## config.mk

```make
export PLATFORM = sky130hd
export DESIGN_NAME = cell_fault_monitor_core_flat
export DESIGN_NICKNAME = d
export VERILOG_FILES = /design/src/rtl/cfm_pkg.sv /design/src/rtl/cfm_sample_if.sv /design/src/rtl/cfm_result_if.sv /design/src/rtl/cfm_cfg_if.sv /design/src/rtl/cfm_cfg_regs.sv /design/src/rtl/cfm_in_stage.sv /design/src/rtl/cfm_eval.sv /design/src/rtl/cell_fault_monitor_core.sv /design/src/flat_wrapper.sv
export VERILOG_INCLUDE_DIRS = /design/src /design/src/rtl
export SDC_FILE = /design/constraint.sdc
export NUM_CORES = 1
export LEC_CHECK = 0
export BUFFER_PORTS_ARGS = -buffer_cell sky130_fd_sc_hd__buf_2
export CORE_UTILIZATION = 56
export CTS_CLUSTER_DIAMETER = 60
export DETAILED_ROUTE_END_ITERATION = 8
export PLACE_DENSITY = 0.77
export SYNTH_ARGS = -nofsm -noshare
export SYNTH_HDL_FRONTEND = slang
export SYNTH_SLANG_ARGS = --single-unit
```

## constraint.sdc

```tcl
create_clock -name clk -period 5.96 [get_ports clk]
set_clock_uncertainty 0.1 [all_clocks]
set_input_delay 0.596 -clock clk [delete_from_list [all_inputs] [get_ports clk]]
set_output_delay 0.596 -clock clk [all_outputs]
set_load 0.01 [all_outputs]
```

## src/rtl/cell_fault_monitor_core_defines.svh

```systemverilog
// Assertion helpers for the cell fault monitor.
`ifndef CELL_FAULT_MONITOR_CORE_DEFINES_SVH
`define CELL_FAULT_MONITOR_CORE_DEFINES_SVH

// Same-cycle implication, checked outside reset.
`define CFM_ASSERT_NOW(label, clk, rst, ante, cons, msg) \
  label: assert property (@(posedge clk) disable iff (rst) (ante) |-> (cons)) \
    else $error(msg);

// Next-cycle implication, checked outside reset.
`define CFM_ASSERT_NEXT(label, clk, rst, ante, cons, msg) \
  label: assert property (@(posedge clk) disable iff (rst) (ante) |=> (cons)) \
    else $error(msg);

`endif

```

## src/rtl/cfm_pkg.sv

```systemverilog
package cfm_pkg;

  localparam int unsigned SAMPLE_W  = 16;
  localparam int unsigned CFG_IDX_W = 3;
  localparam int unsigned FAULT_W   = 3;
  localparam int unsigned WARN_W    = 4;

  typedef logic [SAMPLE_W-1:0] sample_t;

  typedef enum logic [CFG_IDX_W-1:0] {
    REG_HIGH_VOLT_WARN  = 3'd0,
    REG_HIGH_VOLT_FAULT = 3'd1,
    REG_LOW_VOLT_WARN   = 3'd2,
    REG_LOW_VOLT_FAULT  = 3'd3,
    REG_IMBALANCE_WARN  = 3'd4,
    REG_HIGH_TEMP_WARN  = 3'd5,
    REG_HIGH_TEMP_FAULT = 3'd6
  } cfg_reg_t;

  typedef enum logic {
    KIND_VOLT = 1'b0,
    KIND_TEMP = 1'b1
  } kind_t;

  // Release hysteresis around the fault thresholds.
  localparam sample_t HIGH_VOLT_MARGIN = 16'd500;
  localparam sample_t LOW_VOLT_MARGIN  = 16'd500;
  localparam sample_t HIGH_TEMP_MARGIN = 16'd500;

  // A fault sets once the pass counter has gone beyond this value.
  localparam logic [1:0] DEBOUNCE_LIMIT = 2'd2;

  localparam int unsigned FAULT_HV = 0;
  localparam int unsigned FAULT_LV = 1;
  localparam int unsigned FAULT_HT = 2;

  localparam int unsigned WARN_HV  = 0;
  localparam int unsigned WARN_LV  = 1;
  localparam int unsigned WARN_IMB = 2;
  localparam int unsigned WARN_HT  = 3;

  localparam sample_t SAMPLE_MAX = 16'hFFFF;
  localparam sample_t SAMPLE_MIN = 16'h0000;

  typedef struct packed {
    sample_t high_volt_warn;
    sample_t high_volt_fault;
    sample_t low_volt_warn;
    sample_t low_volt_fault;
    sample_t imbalance_warn;
    sample_t high_temp_warn;
    sample_t high_temp_fault;
  } thresholds_t;

  typedef struct packed {
    logic    valid;
    kind_t   kind;
    sample_t value;
    logic    last;
  } stage_item_t;

  typedef struct packed {
    kind_t               kind;
    sample_t             highest;
    sample_t             lowest;
    sample_t             spread;
    logic [FAULT_W-1:0]  fault_flags;
    logic [WARN_W-1:0]   warning_flags;
    logic                fault_line;
  } result_t;

endpackage

```

## src/rtl/cfm_sample_if.sv

```systemverilog
interface cfm_sample_if;
  logic                          valid;
  logic                          ready;
  logic                          cmd;
  logic [cfm_pkg::SAMPLE_W-1:0]  sample_value;
  logic                          last_sample;

  modport source (output valid, output cmd, output sample_value, output last_sample,
                  input ready);
  modport sink   (input valid, input cmd, input sample_value, input last_sample,
                  output ready);
endinterface

```

## src/rtl/cfm_result_if.sv

```systemverilog
interface cfm_result_if;
  logic                          valid;
  logic                          ready;
  logic                          channel_kind;
  logic [cfm_pkg::SAMPLE_W-1:0]  highest;
  logic [cfm_pkg::SAMPLE_W-1:0]  lowest;
  logic [cfm_pkg::SAMPLE_W-1:0]  spread;
  logic [cfm_pkg::FAULT_W-1:0]   fault_flags_out;
  logic [cfm_pkg::WARN_W-1:0]    warning_flags_out;
  logic                          fault_line_out;

  modport source (output valid, output channel_kind, output highest, output lowest,
                  output spread, output fault_flags_out, output warning_flags_out,
                  output fault_line_out, input ready);
  modport sink   (input valid, input channel_kind, input highest, input lowest,
                  input spread, input fault_flags_out, input warning_flags_out,
                  input fault_line_out, output ready);
endinterface

```

## src/rtl/cfm_cfg_if.sv

```systemverilog
interface cfm_cfg_if;
  logic                          valid;
  logic                          ready;
  logic [cfm_pkg::CFG_IDX_W-1:0] index;
  logic [cfm_pkg::SAMPLE_W-1:0]  data;

  modport source (output valid, output index, output data, input ready);
  modport sink   (input valid, input index, input data, output ready);
endinterface

```

## src/rtl/cfm_cfg_regs.sv

```systemverilog
module cfm_cfg_regs (
  input  logic                 clk,
  input  logic                 rst,
  cfm_cfg_if.sink              cfg,
  output cfm_pkg::thresholds_t thr
);

  cfm_pkg::thresholds_t regs;

  assign cfg.ready = 1'b1;
  assign thr       = regs;

  always_ff @(posedge clk) begin
    if (rst) begin
      regs.high_volt_warn  <= cfm_pkg::SAMPLE_MAX;
      regs.high_volt_fault <= cfm_pkg::SAMPLE_MAX;
      regs.low_volt_warn   <= cfm_pkg::SAMPLE_MIN;
      regs.low_volt_fault  <= cfm_pkg::SAMPLE_MIN;
      regs.imbalance_warn  <= cfm_pkg::SAMPLE_MAX;
      regs.high_temp_warn  <= cfm_pkg::SAMPLE_MAX;
      regs.high_temp_fault <= cfm_pkg::SAMPLE_MAX;
    end else if (cfg.valid && cfg.ready) begin
      case (cfm_pkg::cfg_reg_t'(cfg.index))
        cfm_pkg::REG_HIGH_VOLT_WARN:  regs.high_volt_warn  <= cfg.data;
        cfm_pkg::REG_HIGH_VOLT_FAULT: regs.high_volt_fault <= cfg.data;
        cfm_pkg::REG_LOW_VOLT_WARN:   regs.low_volt_warn   <= cfg.data;
        cfm_pkg::REG_LOW_VOLT_FAULT:  regs.low_volt_fault  <= cfg.data;
        cfm_pkg::REG_IMBALANCE_WARN:  regs.imbalance_warn  <= cfg.data;
        cfm_pkg::REG_HIGH_TEMP_WARN:  regs.high_temp_warn  <= cfg.data;
        cfm_pkg::REG_HIGH_TEMP_FAULT: regs.high_temp_fault <= cfg.data;
        default: ;
      endcase
    end
  end

endmodule

```

## src/rtl/cfm_in_stage.sv

```systemverilog
module cfm_in_stage (
  input  logic                 clk,
  input  logic                 rst,
  cfm_sample_if.sink           samples,
  input  logic                 advance,
  output cfm_pkg::stage_item_t item
);

  logic             item_valid;
  cfm_pkg::kind_t   item_kind;
  cfm_pkg::sample_t item_value;
  logic             item_last;

  // The register frees up in the same cycle the evaluation stage consumes it.
  assign samples.ready = !item_valid || advance;

  always_ff @(posedge clk) begin
    if (rst) begin
      item_valid <= 1'b0;
    end else if (samples.ready) begin
      item_valid <= samples.valid;
    end
  end

  always_ff @(posedge clk) begin
    if (samples.valid && samples.ready) begin
      item_kind  <= cfm_pkg::kind_t'(samples.cmd);
      item_value <= samples.sample_value;
      item_last  <= samples.last_sample;
    end
  end

  assign item.valid = item_valid;
  assign item.kind  = item_kind;
  assign item.value = item_value;
  assign item.last  = item_last;

endmodule

```

## src/rtl/cfm_eval.sv

```systemverilog
module cfm_eval (
  input  logic                 clk,
  input  logic                 rst,
  input  cfm_pkg::thresholds_t thr,
  input  cfm_pkg::stage_item_t item,
  output logic                 advance,
  cfm_result_if.source         results
);

  cfm_pkg::sample_t volt_max, volt_min, temp_max, temp_min;
  logic             volt_batch_open, temp_batch_open;
  logic [1:0]       high_volt_count, low_volt_count, high_temp_count;
  logic             high_volt_latched;
  logic [cfm_pkg::FAULT_W-1:0] fault_flags;
  logic [cfm_pkg::WARN_W-1:0]  warning_flags;
  logic             fault_line;

  cfm_pkg::sample_t volt_max_next, volt_min_next, temp_max_next, temp_min_next;
  logic             volt_batch_open_next, temp_batch_open_next;
  logic [1:0]       high_volt_count_next, low_volt_count_next, high_temp_count_next;
  logic             high_volt_latched_next;
  logic [cfm_pkg::FAULT_W-1:0] fault_flags_next;
  logic [cfm_pkg::WARN_W-1:0]  warning_flags_next;
  logic             fault_line_next;

  logic             res_valid;
  cfm_pkg::result_t res;

  logic             is_volt;
  logic             cur_open;
  cfm_pkg::sample_t cur_max, cur_min, new_max, new_min, new_spread;
  logic             hv_release, lv_release, ht_release;
  logic             emit;

  // A non-final sample produces no result, so it may pass a stalled output.
  assign advance = item.valid && (!item.last || !res_valid || results.ready);
  assign emit    = advance && item.last;

  assign is_volt  = (item.kind == cfm_pkg::KIND_VOLT);
  assign cur_open = is_volt ? volt_batch_open : temp_batch_open;
  assign cur_max  = is_volt ? volt_max : temp_max;
  assign cur_min  = is_volt ? volt_min : temp_min;
  assign new_max  = (!cur_open || (item.value > cur_max)) ? item.value : cur_max;
  assign new_min  = (!cur_open || (item.value < cur_min)) ? item.value : cur_min;
  assign new_spread = new_max - new_min;

  // Release bounds in 17 bits: value + margin < fault means value < fault - margin.
  assign hv_release = ({1'b0, new_max} + {1'b0, cfm_pkg::HIGH_VOLT_MARGIN})
                      < {1'b0, thr.high_volt_fault};
  assign lv_release = {1'b0, new_min}
                      > ({1'b0, thr.low_volt_fault} + {1'b0, cfm_pkg::LOW_VOLT_MARGIN});
  assign ht_release = ({1'b0, new_max} + {1'b0, cfm_pkg::HIGH_TEMP_MARGIN})
                      < {1'b0, thr.high_temp_fault};

  always_comb begin
    volt_max_next          = volt_max;
    volt_min_next          = volt_min;
    temp_max_next          = temp_max;
    temp_min_next          = temp_min;
    volt_batch_open_next   = volt_batch_open;
    temp_batch_open_next   = temp_batch_open;
    high_volt_count_next   = high_volt_count;
    low_volt_count_next    = low_volt_count;
    high_temp_count_next   = high_temp_count;
    high_volt_latched_next = high_volt_latched;
    fault_flags_next       = fault_flags;
    warning_flags_next     = warning_flags;
    fault_line_next        = fault_line;

    if (advance) begin
      if (is_volt) begin
        volt_max_next        = new_max;
        volt_min_next        = new_min;
        volt_batch_open_next = !item.last;
      end else begin
        temp_max_next        = new_max;
        temp_min_next        = new_min;
        temp_batch_open_next = !item.last;
      end
    end

    // Actions run in order; the fault line keeps the level of the last one.
    if (emit) begin
      if (is_volt) begin
        if (new_max >= thr.high_volt_warn) begin
          warning_flags_next[cfm_pkg::WARN_HV] = 1'b1;
        end
        if (new_max >= thr.high_volt_fault) begin
          if (high_volt_count > cfm_pkg::DEBOUNCE_LIMIT) begin
            high_volt_latched_next                = 1'b1;
            warning_flags_next[cfm_pkg::WARN_HV]  = 1'b0;
            fault_flags_next[cfm_pkg::FAULT_HV]   = 1'b1;
            fault_line_next                       = 1'b1;
          end else begin
            high_volt_count_next = high_volt_count + 2'd1;
          end
        end else if (hv_release && high_volt_latched && (high_volt_count != 2'd0)) begin
          high_volt_count_next                  = 2'd0;
          high_volt_latched_next                = 1'b0;
          warning_flags_next[cfm_pkg::WARN_HV]  = 1'b0;
          fault_flags_next[cfm_pkg::FAULT_HV]   = 1'b0;
          fault_line_next                       = 1'b0;
        end

        if (new_min <= thr.low_volt_warn) begin
          warning_flags_next[cfm_pkg::WARN_LV] = 1'b1;
        end
        if (new_min <= thr.low_volt_fault) begin
          if (low_volt_count > cfm_pkg::DEBOUNCE_LIMIT) begin
            warning_flags_next[cfm_pkg::WARN_LV] = 1'b0;
            fault_flags_next[cfm_pkg::FAULT_LV]  = 1'b1;
            fault_line_next                      = 1'b1;
          end else begin
            low_volt_count_next = low_volt_count + 2'd1;
          end
        end else if (lv_release && (low_volt_count != 2'd0)) begin
          low_volt_count_next                  = 2'd0;
          warning_flags_next[cfm_pkg::WARN_LV] = 1'b0;
          fault_flags_next[cfm_pkg::FAULT_LV]  = 1'b0;
          fault_line_next                      = 1'b0;
        end

        if (new_spread >= thr.imbalance_warn) begin
          warning_flags_next[cfm_pkg::WARN_IMB] = 1'b1;
        end
      end else begin
        if ((new_max >= thr.high_temp_warn) && (new_max < thr.high_temp_fault)) begin
          warning_flags_next[cfm_pkg::WARN_HT] = 1'b1;
        end
        if (new_max >= thr.high_temp_fault) begin
          if (high_temp_count > cfm_pkg::DEBOUNCE_LIMIT) begin
            warning_flags_next[cfm_pkg::WARN_HT] = 1'b0;
            fault_flags_next[cfm_pkg::FAULT_HT]  = 1'b1;
            fault_line_next                      = 1'b1;
          end else begin
            high_temp_count_next = high_temp_count + 2'd1;
          end
        end else if (ht_release && (high_temp_count != 2'd0)) begin
          high_temp_count_next                 = 2'd0;
          warning_flags_next[cfm_pkg::WARN_HT] = 1'b0;
          fault_flags_next[cfm_pkg::FAULT_HT]  = 1'b0;
          fault_line_next                      = 1'b0;
        end
      end
    end
  end

  always_ff @(posedge clk) begin
    if (rst) begin
      volt_max          <= '0;
      volt_min          <= '0;
      temp_max          <= '0;
      temp_min          <= '0;
      volt_batch_open   <= 1'b0;
      temp_batch_open   <= 1'b0;
      high_volt_count   <= 2'd0;
      low_volt_count    <= 2'd0;
      high_temp_count   <= 2'd0;
      high_volt_latched <= 1'b0;
      fault_flags       <= '0;
      warning_flags     <= '0;
      fault_line        <= 1'b0;
    end else begin
      volt_max          <= volt_max_next;
      volt_min          <= volt_min_next;
      temp_max          <= temp_max_next;
      temp_min          <= temp_min_next;
      volt_batch_open   <= volt_batch_open_next;
      temp_batch_open   <= temp_batch_open_next;
      high_volt_count   <= high_volt_count_next;
      low_volt_count    <= low_volt_count_next;
      high_temp_count   <= high_temp_count_next;
      high_volt_latched <= high_volt_latched_next;
      fault_flags       <= fault_flags_next;
      warning_flags     <= warning_flags_next;
      fault_line        <= fault_line_next;
    end
  end

  always_ff @(posedge clk) begin
    if (rst) begin
      res_valid <= 1'b0;
    end else if (emit) begin
      res_valid <= 1'b1;
    end else if (results.ready) begin
      res_valid <= 1'b0;
    end
  end

  always_ff @(posedge clk) begin
    if (emit) begin
      res.kind          <= item.kind;
      res.highest       <= new_max;
      res.lowest        <= new_min;
      res.spread        <= is_volt ? new_spread : cfm_pkg::SAMPLE_MIN;
      res.fault_flags   <= fault_flags_next;
      res.warning_flags <= warning_flags_next;
      res.fault_line    <= fault_line_next;
    end
  end

  assign results.valid             = res_valid;
  assign results.channel_kind      = res.kind;
  assign results.highest           = res.highest;
  assign results.lowest            = res.lowest;
  assign results.spread            = res.spread;
  assign results.fault_flags_out   = res.fault_flags;
  assign results.warning_flags_out = res.warning_flags;
  assign results.fault_line_out    = res.fault_line;

endmodule

```

## src/rtl/cell_fault_monitor_core.sv

```systemverilog
// A batch result is registered once its last sample has left the input
// register. Throughput: one sample per cycle while results are taken; the
// input and result registers let a new sample in while a result waits.
// Reset (synchronous, active high) restores the threshold defaults and
// clears batch state, debounce counters, flags and the fault line.
`include "cell_fault_monitor_core_defines.svh"

module cell_fault_monitor_core (
  input  logic         clk,
  input  logic         rst,
  cfm_sample_if.sink   samples,
  cfm_result_if.source results,
  cfm_cfg_if.sink      cfg
);

  cfm_pkg::thresholds_t thr;
  cfm_pkg::stage_item_t item;
  logic                 advance;

  cfm_cfg_regs u_cfg_regs (
    .clk (clk),
    .rst (rst),
    .cfg (cfg),
    .thr (thr)
  );

  cfm_in_stage u_in_stage (
    .clk     (clk),
    .rst     (rst),
    .samples (samples),
    .advance (advance),
    .item    (item)
  );

  cfm_eval u_eval (
    .clk     (clk),
    .rst     (rst),
    .thr     (thr),
    .item    (item),
    .advance (advance),
    .results (results)
  );

  // A final sample must not overwrite a result that is still waiting.
  `CFM_ASSERT_NOW(a_no_result_overrun, clk, rst,
    item.valid && item.last && results.valid && !results.ready, !advance,
    "final sample advanced over a pending result")

  // Every final sample that is consumed shows up as a result transaction.
  `CFM_ASSERT_NEXT(a_result_follows_last, clk, rst,
    advance && item.last, results.valid,
    "final sample did not produce a result")

  // The batch maximum never falls below the batch minimum.
  `CFM_ASSERT_NOW(a_max_not_below_min, clk, rst,
    results.valid, results.highest >= results.lowest,
    "result maximum below minimum")

  // The shutdown line is only raised together with a fault bit.
  `CFM_ASSERT_NOW(a_line_has_fault, clk, rst,
    results.valid && results.fault_line_out, results.fault_flags_out != '0,
    "fault line high with no fault flag")

endmodule

```

## src/flat_wrapper.sv

```systemverilog
// flat-port wrapper written by rule: the top's interface ports become plain ports
module cell_fault_monitor_core_flat 
  (clk, rst, samples_valid, samples_cmd, samples_sample_value, samples_last_sample, samples_ready, results_valid, results_channel_kind, results_highest, results_lowest, results_spread, results_fault_flags_out, results_warning_flags_out, results_fault_line_out, results_ready, cfg_valid, cfg_index, cfg_data, cfg_ready);
  cfm_sample_if samples_i ();
  cfm_result_if results_i ();
  cfm_cfg_if cfg_i ();
  input  logic clk;
  input  logic rst;
  input wire logic [$bits(samples_i.valid)-1:0] samples_valid;
  input wire logic [$bits(samples_i.cmd)-1:0] samples_cmd;
  input wire logic [$bits(samples_i.sample_value)-1:0] samples_sample_value;
  input wire logic [$bits(samples_i.last_sample)-1:0] samples_last_sample;
  output wire logic [$bits(samples_i.ready)-1:0] samples_ready;
  output wire logic [$bits(results_i.valid)-1:0] results_valid;
  output wire logic [$bits(results_i.channel_kind)-1:0] results_channel_kind;
  output wire logic [$bits(results_i.highest)-1:0] results_highest;
  output wire logic [$bits(results_i.lowest)-1:0] results_lowest;
  output wire logic [$bits(results_i.spread)-1:0] results_spread;
  output wire logic [$bits(results_i.fault_flags_out)-1:0] results_fault_flags_out;
  output wire logic [$bits(results_i.warning_flags_out)-1:0] results_warning_flags_out;
  output wire logic [$bits(results_i.fault_line_out)-1:0] results_fault_line_out;
  input wire logic [$bits(results_i.ready)-1:0] results_ready;
  input wire logic [$bits(cfg_i.valid)-1:0] cfg_valid;
  input wire logic [$bits(cfg_i.index)-1:0] cfg_index;
  input wire logic [$bits(cfg_i.data)-1:0] cfg_data;
  output wire logic [$bits(cfg_i.ready)-1:0] cfg_ready;
  assign samples_i.valid = samples_valid;
  assign samples_i.cmd = samples_cmd;
  assign samples_i.sample_value = samples_sample_value;
  assign samples_i.last_sample = samples_last_sample;
  assign samples_ready = samples_i.ready;
  assign results_valid = results_i.valid;
  assign results_channel_kind = results_i.channel_kind;
  assign results_highest = results_i.highest;
  assign results_lowest = results_i.lowest;
  assign results_spread = results_i.spread;
  assign results_fault_flags_out = results_i.fault_flags_out;
  assign results_warning_flags_out = results_i.warning_flags_out;
  assign results_fault_line_out = results_i.fault_line_out;
  assign results_i.ready = results_ready;
  assign cfg_i.valid = cfg_valid;
  assign cfg_i.index = cfg_index;
  assign cfg_i.data = cfg_data;
  assign cfg_ready = cfg_i.ready;
  cell_fault_monitor_core u_core (.clk(clk), .rst(rst), .samples(samples_i), .results(results_i), .cfg(cfg_i));
endmodule
```

==> impl_results.md <==
- CTS Buf Count: 31
- Root buf cell: clkbuf_16
- Critical Path AT: 5960 ps
- Number of global-route vias before repair: 13,080
- Tightest Hold Check Type: in -> reg
- Register area share after synthesis: 38.4%
- Row cnt: 61
- Largest family of logic cells by synthesized area: simple AND/OR/NAND/NOR gates
- CTS tree: yes
- Layout cell share with drive strength beyond 1: 13.5%
- Cell Area, Placed: 0.0172 mm²
- Longest Clk Path Bufs: 3
- Ports: 102
- Power density cells: 257 mW/mm²
- Period minus WS final: 5750 ps
- Fmax: 0.174 GHz
- Antenna viol nets, final: 0
- Iter 0 DRT Violations: 1,237
- Chip width: 171 µm
- Status: finished clean
- Crit path from: u_core.u_in_stage.item_kind
- Synth Warn #: 0
- Fin. Hold Viols: 0
- Headroom to the max-slew limit: 17.9%
- Die Ht: 171 µm
- Worst Setup Slack, final: 212 ps
- Post-synth EDFFs: 75
- Via count: 13,773
- Post-synth top flop: dfxtp_1
- Largest net degree at the start of global routing: 95
- Period utilisation layout: 96.4%
- Worst-path maximum fanout: 40
- Reg2reg path depth: 22
- First-pass GRT wire length: 71,600 µm
- Worst-skew pair later-pin latency: 560 ps
- Area delta synth->final: 14.4%
- Startpoint Class: flip-flop
- Drt drc: 0
- Worst-margin pin slew: 1230 ps
- Synth Area in Simple Gates: 18.0%
- DR vias/cell: 5.86
- Initial antenna violation count: 0
- Final core occ: 65.6%
- Clk slew on worst S/H paths: 60 ps
- Post-route cell area: 0.0183 mm²
- Async SR Flop Fraction: 0%
- Final setup vio count: 0
- Max Slew Vio Count: 0
- CTS Hold Bufs: 0
- #FFs+latches synth: 270
- Cell variety after synth: 73
- Max_cap viols: 0
- Compound-cell area share of the yosys netlist: 15.5%
- IO Port Bufs: 100
- Routability cong.: 1.01
- Leak pwr: 8.35 nW
- Wirelength per Cell: 20.1 µm
- Post-Syn Instances: 1,824
- Crit Path Class: reg -> reg
- Crit path capture: u_core.u_eval.results.warning_flags_out[3]
- Total grt overflow: 0
- TritonCTS Sinks: 270
- VDD IR max: 257 µV
- Initial Util: 57.3%
- Most frequent cells in the layout: 314 x nand2_1, 205 x ha_1, 195 x dfxtp_1, 167 x inv_1, 161 x a21oi_1
- Pre-antenna DRT Iters: 7
- R2R Path Start: u_core.u_in_stage.item_kind
- Crit end category: flip-flop
- Pre-CTS setup slack: 51.5 ps
- Syn Area/Cell: 8.78 µm²
- Worst reg2reg setup slack: 210 ps
- Critical R2R Capture: u_core.u_eval.results.warning_flags_out[3]
- CTS H-tree depth: 1
- Most common cell after layout, fill and taps aside: nand2_1
- # diodes: 0
- Core Area: 0.0279 mm²
- Nets: 2,199
- Post-synthesis adder-cell area fraction: 16.3%
- Total global-route track usage: 32.0%
- WL final: 47,300 µm
- Mux cell area share after synthesis: 3.95%
- Synth Cell Area: 0.0160 mm²
- Required @ worst endpoint: 6170 ps
- DIE AREA: 0.0293 mm²
- Dpl hpwl: 34,200 µm
- Syn_nets: 2,073
- Post-synthesis xor/xnor area fraction: 2.16%
==> registers in the layout (all words and copies together) (netlist names), 4 cells and up <==
signal,count
u_core.u_eval.results.spread,16
u_core.u_eval.temp_max,16
u_core.u_eval.volt_min,16
u_core.u_eval.results.warning_flags_out,4
u_core.u_eval.results.lowest,16
u_core.u_eval.warning_flags,4
u_core.u_cfg_regs.thr,112
u_core.u_in_stage.item_value,16
u_core.u_eval.results.highest,16
u_core.u_eval.temp_min,16
u_core.u_eval.volt_max,16
==> worst min-delay path by stage <==
stage	start	endpoint	slack [ps]	depth (start not counted)
4_1_cts	samples_sample_value[2]	u_core.u_in_stage.item_value[2]	90	1
6_report	samples_sample_value[2]	u_core.u_in_stage.item_value[2]	110	1
5_1_grt	samples_sample_value[2]	u_core.u_in_stage.item_value[2]	90	1
2_1_floorplan	u_core.u_in_stage.item_kind	u_core.u_eval.results.channel_kind	330	0
3_5_place_dp	u_core.u_eval.volt_min[1]	u_core.u_eval.volt_min[1]	350	2
3_3_place_gp	u_core.u_eval.volt_min[1]	u_core.u_eval.volt_min[1]	340	2
==> report_power, final <==
part	switching, mW	internal [mW]	leakage (nW)	total, mW
registers	0.0418	1.96	2.29	2.00
logic	0.527	0.336	5.57	0.864
clock network	0.791	1.06	0.489	1.85
total	1.36	3.36	8.35	4.72
==> what timing repair did <==
item                                    in CTS  in global routing
buffers inserted                             0                  9
endpoints found under the setup margin       0                 13
resized for setup                            0                 17
==> worst max-delay path: stages (launching register included) <==
cell       delay (ps)
edfxtp_1          430
buf_4             170
clkbuf_16         190
mux2_2            290
inv_1              50
ha_1              290
nand2_1            70
nor4_2            320
o21ai_1           160
a31oi_4           220
buf_4             160
buf_12            210
mux2i_4           430
buf_4             250
ha_1              280
a2111o_1          420
a31oi_1           150
a211o_1           200
nand4_1           220
nor3_1            280
and2_1            170
o21ai_0           170
and3b_1           240
==> cell families (layout without fill, tap and decap cells) <==
| logic type | Yosys count | count (layout) |
|---|---|---|
| other | 1 | 1 |
| adders and majority gates | 208 | 208 |
| and+or+nand+nor | 630 | 630 |
| DFF | 270 | 270 |
| xor gates and xnor gates | 38 | 38 |
| buffers and inverters | 238 | 388 |
| muxes | 60 | 60 |
| AOI/OAI and AO/OA | 379 | 379 |
==> metal layers <==
| metal | track usage (%) | vias up | share of wire, % |
|---|---|---|---|
| met5 | 0 | - | 0 |
| met4 | 12.5 | 0 | 4.0 |
| met3 | 3.63 | 115 | 6.1 |
| met2 | 53.2 | 476 | 46 |
| met1 | 42.4 | 6575 | 44 |
| li1 | - | 6607 | - |
==> final cells by class <==
| class | count | area [µm²] |
|---|---|---|
| Clock buffer | 44 | 905 |
| Fill cell | 2412 | 9610 |
| Multi-Input combinational cell | 1316 | 9040 |
| Tap cell | 378 | 473 |
| Clock inverter | 13 | 96.3 |
| Timing Repair Buffer | 163 | 1020 |
| Inverter | 168 | 631 |
| Sequential cell | 270 | 6160 |
==> synth_stat cells (all sizes together), types with 31 or more instances <==
master  number  area, µm²
inv        168        631
edfxtp      75       2250
nor3        38        195
o21ai       44        224
nand3b      36        270
nand2      314       1180
mux2i       44        448
a21o        31        233
clkbuf      55        206
dfxtp      195       3900
a21oi      165        833
ha         206       2580
nor2       112        420
a211o       52        455
nor2b       35        219
==> stage by stage <==
| stage | hold WS, ps | cells | TNS (ps) | total power [mW] |
|---|---|---|---|---|
| floorplan | 328 | 1824 | 0 | 2.57 |
| global placement | 341 | 2285 | 0 | 2.84 |
| detailed placement | 347 | 2285 | 0 | 2.86 |
| CTS | 88.9 | 2342 | 0 | 4.71 |
| global route | 93.1 | 2352 | -300 | 4.90 |
| finish | 108 | 2352 | 0 | 4.72 |
No activity file was read; power rests on OpenSTA's default activity.
